--- src/hw/rtl/bba_pkg.sv ---
// ============================================================================
// bba_pkg
// Shared codes and field widths for the buddy block allocator.
// ============================================================================
package bba_pkg;

  // Field widths of the input and result beats
  localparam int unsigned REQ_W    = 11;
  localparam int unsigned OFF_W    = 10;
  localparam int unsigned STATUS_W = 2;
  // A rounded request may reach 2**REQ_W, one above the largest request field value
  localparam int unsigned WANT_W   = REQ_W + 1;

  typedef logic [REQ_W-1:0]    req_t;
  typedef logic [OFF_W-1:0]    off_t;
  typedef logic [STATUS_W-1:0] status_t;
  typedef logic [WANT_W-1:0]   want_t;

  // Command codes
  localparam logic CMD_ALLOC = 1'b0;
  localparam logic CMD_FREE  = 1'b1;

  // Result status codes
  localparam status_t ST_OK      = 2'd0;
  localparam status_t ST_NOSPACE = 2'd1;
  localparam status_t ST_IGNORED = 2'd2;

endpackage

--- src/hw/rtl/bba_round_pow2.sv ---
// ============================================================================
// bba_round_pow2
// Rounds a block request up to the next power of two; zero counts as one.
// ============================================================================
module bba_round_pow2
  import bba_pkg::*;
(
  input  req_t  req,
  output want_t want
);

  req_t req_m1;
  req_t smear;

  // Smear the highest set bit of (req - 1) downward, then add one
  always_comb begin
    req_m1 = (req == '0) ? '0 : req - REQ_W'(1);
    smear  = req_m1;
    smear  = smear | (smear >> 1);
    smear  = smear | (smear >> 2);
    smear  = smear | (smear >> 4);
    smear  = smear | (smear >> 8);
    want   = {1'b0, smear} + WANT_W'(1);
  end

endmodule

--- config.mk ---
export PLATFORM = sky130hd
export DESIGN_NAME = bba_round_pow2
export DESIGN_NICKNAME = d
export VERILOG_FILES = /design/src/hw/rtl/bba_pkg.sv /design/src/hw/rtl/bba_round_pow2.sv
export SDC_FILE = /design/constraint.sdc
export NUM_CORES = 1
export LEC_CHECK = 0
export BUFFER_PORTS_ARGS = -buffer_cell sky130_fd_sc_hd__buf_2
export CORE_MARGIN = 1
export CORE_UTILIZATION = 30
export DETAILED_ROUTE_END_ITERATION = 8
export PLACE_DENSITY = 0.6
export RECOVER_POWER = 50
export SLEW_MARGIN = 10
export SYNTH_ARGS = -nofsm -noshare
export SYNTH_HDL_FRONTEND = slang
export SYNTH_SLANG_ARGS = --single-unit
--- constraint.sdc ---
create_clock -name vclk -period 4.2
set_clock_uncertainty 0.2 [all_clocks]
set_input_delay 0 -clock vclk [all_inputs]
set_output_delay 0 -clock vclk [all_outputs]
set_load 0.05 [all_outputs]
* After elaboration in Yosys (flattened, before gate mapping)
Cells that the tools add are included.
** Storage, ports and cells
- Output and inout port bits :: 12
- Bits in registers :: 0
** Cells by class
- Bitwise logic cells :: 4
- Reductions and logical operators :: 1
- Mux-type cells :: 1
- $add $sub $neg :: 2
** Operators with widths (number)
- $add A11 B1 Y12 const B :: 1
- $logic_not A11 Y1 :: 1
- $mux W11 :: 1
- $or A11 B10 Y11 :: 1
- $or A11 B3 Y11 :: 1
- $or A11 B7 Y11 :: 1
- $or A11 B9 Y11 :: 1
- $sub A11 B1 Y11 const B :: 1

* Logic depth before layout (Yosys ltp)
Gate-level depths: netlist of run 1.
- Depth after elaboration :: 7
- Gate-level depth with buffers :: 11

* Worst setup path before layout of run 1
No wires, ideal clock.
- Path type :: input-to-output
- From :: input req[0]
- To :: output want[4]
- Path slack :: 1.007 ns
- Path buffers :: 1
- Stages :: 11
- Arrival time :: 2.993 ns
- Cell sequence :: inv_1 > ha_1 > nor3b_2 > nand2_1 > mux2_2 > or3_1 > a21o_1 > ha_1 > clkbuf_1 > nand3_1 > o32ai_1
** On the way
- Longest elaborated chain between the ends :: 7
** Ends and longest elaborated chain
- from (decl) :: RTL line bba_round_pow2.sv:8 : input req_t req,
- $sub A11 B1 Y11 or $logic_not A11 Y1 (tied branches) :: RTL line bba_round_pow2.sv:17 : req_m1 = (req == '0) ? '0 : req - REQ_W'(1);
- $mux W11 (*) :: RTL line bba_round_pow2.sv:17
- $or A11 B10 Y11 (*) :: RTL line bba_round_pow2.sv:19 : smear = smear | (smear >> 1);
- $or A11 B9 Y11 (*) :: RTL line bba_round_pow2.sv:20 : smear = smear | (smear >> 2);
- $or A11 B7 Y11 (*) :: RTL line bba_round_pow2.sv:21 : smear = smear | (smear >> 4);
- $or A11 B3 Y11 (*) :: RTL line bba_round_pow2.sv:22 : smear = smear | (smear >> 8);
- $add A11 B1 Y12 (*) :: RTL line bba_round_pow2.sv:23 : want = {1'b0, smear} + WANT_W'(1);
- to (decl) :: RTL line bba_round_pow2.sv:9 : output want_t want
Mark *: on every way between the ends. The rest lies on a longest branch, timed or not.

* Worst setup path after layout of run 1
- From :: input req[0]
- To :: output want[6]
The elaborated chain is that of the path after synthesis.

==> results_dict.tcl, run 1 <==
set metrics [dict create \
    run_status "completed" \
    syn_inst 99 \
    core_area_um2 2190 \
    final_nets 133 \
    grt_pass1_wl_um 3450 \
    syn-mean-instance-area_um2 6.98 \
    drt_iter0_drc 23 \
    post-route-period-util 0.774 \
    placed_cells 145 \
    drive_above_1_share 0.239 \
    die_h_um 50.0 \
    placed_area_um2 822 \
    die-area_um2 2500 \
    grt_max_degree 16 \
    io_pins 23 \
    drc 0 \
    antenna_cells 0 \
    period_needed_ps 3250 \
    cap_violations 0 \
    drt_wl_total_um 1970 \
    row_count 17 \
    setup_slack_ps 951 \
    yosysWarnings 0 \
    n_fill_cell 247 \
    synth-compound-area-share 0.312 \
    synth.distinct_cells 48 \
    ir_drop_v 0.0000274 \
    synthSimpleGateAreaFrac 0.529 \
    synthAdderAreaFrac 0.0543 \
    design_area_um2 812 \
    track_usage 0.170 \
    start_kind "input port" \
    worst_ep_arrival_time_ps 3050 \
    syn_nets 113 \
    synth.top_cell.area_share 0.0543 \
    grt_overflow 0 \
    final_cells 145 \
    seq_cells 0 \
    leakagePower_nw 0.290 \
    hold_buffers 0 \
    start_util 0.315 \
    hold_viol 0 \
    final_util 0.371 \
    total_power_mw 0.0640 \
    relSlewSlack 0.575 \
    synth_area_leaders "ha_1 (5.4%), nor2_1 (5.4%), nor3_1 (5.1%)" \
    cts_resized 0 \
    postRouteAntennaNets 0 \
    synth_top_cell_by_area "ha_1" \
    grt_pass1_vias 793 \
    postCtsSetupBuffers 0 \
    path_max_fanout 9 \
    maxSlewViolCount 0 \
    synthMuxAreaShare 0.0308 \
    path_class "input port to primary output" \
    clkbuf_count 0 \
    setup_viol 0 \
    vias_per_cell 5.88 \
    hp-class "input port to primary output" \
    wire_per_inst_um 13.6 \
    end_kind "primary output" \
    io_buffers 23 \
    rsz0062_at_grt "no" \
    fin_setup_tns_ps 0 \
    areaGrowthSynthToFinish_pct 17.6 \
    synthesis.area_um2 691 \
    post-place-ws_ps 1210 \
    ys_seq_area_frac 0 \
    drt_pass1_iterations 4 \
    clock.fmax_ghz 0.308 \
    antenna_found_initial 0 \
    dp_hpwl_um 1630 \
    worstPathRequired_ps 4000 \
    power_density_nw_per_um2 78.8 \
    die_w_um 50.0 \
    gp_congestion 0.834 \
    dr_total_vias 853 \
    tightest_slew_ps 637 \
    multiInputGateArea_um2 652 \
    synth_top_family_by_area "simple AND/OR/NAND/NOR gates" \
    synth-xor-area-share 0.0254 \
    regArea_um2 0 \
    hold_ws_ps 407 \
]
[synthesized netlist by cell type, drive strengths merged (3+ instances only)]
library cell and count:
nand4 6, nor2 10, or4 4, nor4 3
nand3 5, or3 3, ha 3, o21ai 5
clkbuf 5, nor3 7, nand2 5, inv 4
[metal layers]
layer  global-route usage  part of all wire  up-vias
met3               0.0185             0.048        2
met5                    0                 0        -
met1                0.219              0.45      397
met2                0.296              0.50       23
li1                     -                 -      431
met4               0.0381            0.0071        0
[final timing paths]
check	from	to	depth (start not counted)
setup / recovery	req[0]	want[6]	12
hold / removal	req[9]	want[9]	5
[worst max-delay path: stages]
cell     delay, ps
buf_2          140
inv_1           80
ha_1           270
nor3b_1        570
nand2_1        180
mux2_2         350
or3_1          430
a21o_1         190
ha_1           300
o41ai_1        100
o31a_1         180
buf_2          260
[cell type report]
type               instances  area share
well taps                 28      0.0431
multi-input cells         90       0.803
inverters                  4      0.0185
repair buffers            23       0.136
[placed cells by master (no fill, tap or decap), types with 2 or more instances in the layout]
cell	n
a2bb2oi_1	2
nand3_1	5
nand4_1	5
clkbuf_1	4
nand2_1	5
buf_2	19
nor3_1	7
o21a_1	2
or3_1	3
or4_1	2
a21o_1	2
o21ai_0	3
nand2b_1	2
nand3b_1	2
nor4_1	2
nor2_1	10
inv_1	3
ha_1	3
or4_4	2
o211ai_1	2
o21ai_1	2
o32ai_1	2
nor3b_1	2
[kinds of logic after synthesis]
group | after synthesis
multiplexers | 2
buffers and inverters | 9
AND/OR/NAND/NOR | 57
XOR/XNOR | 2
AO/OA/AOI/OAI | 26
adder cells (fa/ha/maj) | 3
[where the power goes]
group          switching, mW  internal [mW]  leakage [nW]  total [mW]
combinational         0.0422         0.0218         0.290      0.0640
sequential                 0              0             0           0
clock                      0              0             0           0
Power figures use the tool's default switching activity.
==> run 2: changes to the inputs <==
ABC_AREA = 1   (was not set)
PLACE_DENSITY = 0.62   (was 0.6)
clock period = 2.8 ns   (was 4.2 ns; I/O delays follow)
==> results_dict.tcl, run 2 <==
set metrics [dict create \
    grt_max_degree 10 \
    path_delay_family "simple AND/OR/NAND/NOR gates" \
    cap_violations 0 \
    drt_iter0_drc 28 \
    synth_common_cells "nand2_1 (39), nor2_1 (22), inv_1 (15)" \
    seq_cells 0 \
    core_area_um2 2230 \
    io_pins 23 \
    io_buffers 23 \
    cts_resized 0 \
    relSlewSlack 0.602 \
    drt_wl_total_um 1790 \
    dr_total_vias 910 \
    crit_buf_inv 5 \
    syn_nets 148 \
    synth.most_common_cell "nand2_1" \
    track_usage 0.154 \
    start_util 0.319 \
    power_density_nw_per_um2 113 \
    worst_ep_arrival_time_ps 2230 \
    synth.distinct_cells 22 \
    synth_top_cell_by_area "nand2_1" \
    path_cells "buf_2 > inv_1 > ha_1 > inv_1 > nor2_1 > nand2_4 > nand3_2 > nand3_2 > nor2_4 > nand4_2 > ha_1 > inv_1 > o21ai_1 > nand2_1 > buf_2" \
    vias_per_cell 4.95 \
    period_needed_ps 2430 \
    die-area_um2 2580 \
    total_power_mw 0.0958 \
    grt_pass1_vias 767 \
    synthesis.area_um2 713 \
    post-place-ws_ps 403 \
    drt_pass1_iterations 4 \
    setup_viol 0 \
    path_max_fanout 9 \
    worstPathRequired_ps 2600 \
    die_w_um 50.8 \
    areaGrowthSynthToFinish_pct 18.9 \
    synth_area_leaders "nand2_1 (21%), nor2_1 (12%), nand3_2 (9.8%)" \
    crit_slowest_cell "ha_1" \
    syn_inst 134 \
    cp_common_cell "inv_1" \
    leakagePower_nw 0.464 \
    gp_congestion 0.851 \
    synth.top_cell.area_share 0.205 \
    post-route-period-util 0.869 \
    path_class "input port to primary output" \
    final_nets 172 \
    syn-mean-instance-area_um2 5.32 \
    setup_slack_ps 366 \
    final_util 0.380 \
    hp-class "input port to primary output" \
    antenna_cells 0 \
    hold_viol 0 \
    rsz0062_at_grt "no" \
    drc 0 \
    postCtsSetupBuffers 0 \
    yosysWarnings 0 \
    final_common_cell "nand2_1" \
    drive_above_1_share 0.282 \
    ir_drop_v 0.0000570 \
    antenna_found_initial 0 \
    die_h_um 50.8 \
    fin_setup_tns_ps 0 \
    hold_buffers 0 \
    grt_overflow 0 \
    postRouteAntennaNets 0 \
    ys_seq_area_frac 0 \
    clkbuf_count 0 \
    row_count 17 \
    dp_hpwl_um 1560 \
    regArea_um2 0 \
    tightest_slew_ps 600 \
    start_kind "input port" \
    cpPeakStageDelay_ps 320 \
    clock.fmax_ghz 0.411 \
    grt_pass1_wl_um 3190 \
    layout_common_cells "nand2_1 (39), nor2_1 (22), buf_2 (17)" \
    run_status "completed" \
    end_kind "primary output" \
    wire_per_inst_um 9.73 \
    maxSlewViolCount 0 \
]
[run 2: cell count changes in the layout (fill, tap and decap cells not counted), moves of 3 or more]
cell / previous run / this run
nor2_2: 0 / 4
nand2_2: 0 / 6
nand3_2: 0 / 7
nor2_4: 0 / 6
nand2_1: 5 / 39
nor3_1: 7 / 3
nor2_1: 10 / 22
or3_1: 3 / 0
nand3_1: 5 / 10
inv_1: 3 / 15
[run 2: power by group]
part / internal (mW) / total, mW / switching [mW]
Combinational: 0.0273 / 0.0958 / 0.0685
Sequential: 0 / 0 / 0
Clock: 0 / 0 / 0
[run 2: cell type report]
cell class / count / area (µm²)
multi-input cells: 116 / 642
repair buffers: 23 / 108
well taps: 28 / 35.0
fillers: 278 / 1390
inverters: 17 / 63.8
[run 2: metrics by stage]
step | hold WS [ps] | std cells | instance area, µm²
CTS | 369 | 184 | 856
detailed placement | 365 | 184 | 856
finish | 406 | 184 | 848
global route | 475 | 184 | 848
floorplan | 57.4 | 134 | 713
global placement | 343 | 184 | 856
[run 2: per-layer routing]
metal  GRT usage  vias to the layer above  share of wire
li1            -                      476              -
met3     0.00303                        2          0.055
met5           0                        -              0
met4     0.00463                        0         0.0022
met2       0.287                       32           0.47
met1       0.204                      400           0.47
[run 2: final timing paths]
kind,start,to,slack (ps),cells after the start
worst min-delay path,req[9],want[10],410,7
worst max-delay path,req[0],want[8],370,15
[run 2: cells by family (layout without fill, tap and decap cells)]
family / Yosys count / in the layout / share of synthesized area
adder cells (fa/ha/maj): 3 / 3 / 0.0526
buffers and inverters: 18 / 40 / 0.100
AO/OA/AOI/OAI: 8 / 8 / 0.0667
AND/OR/NAND/NOR: 105 / 105 / 0.781
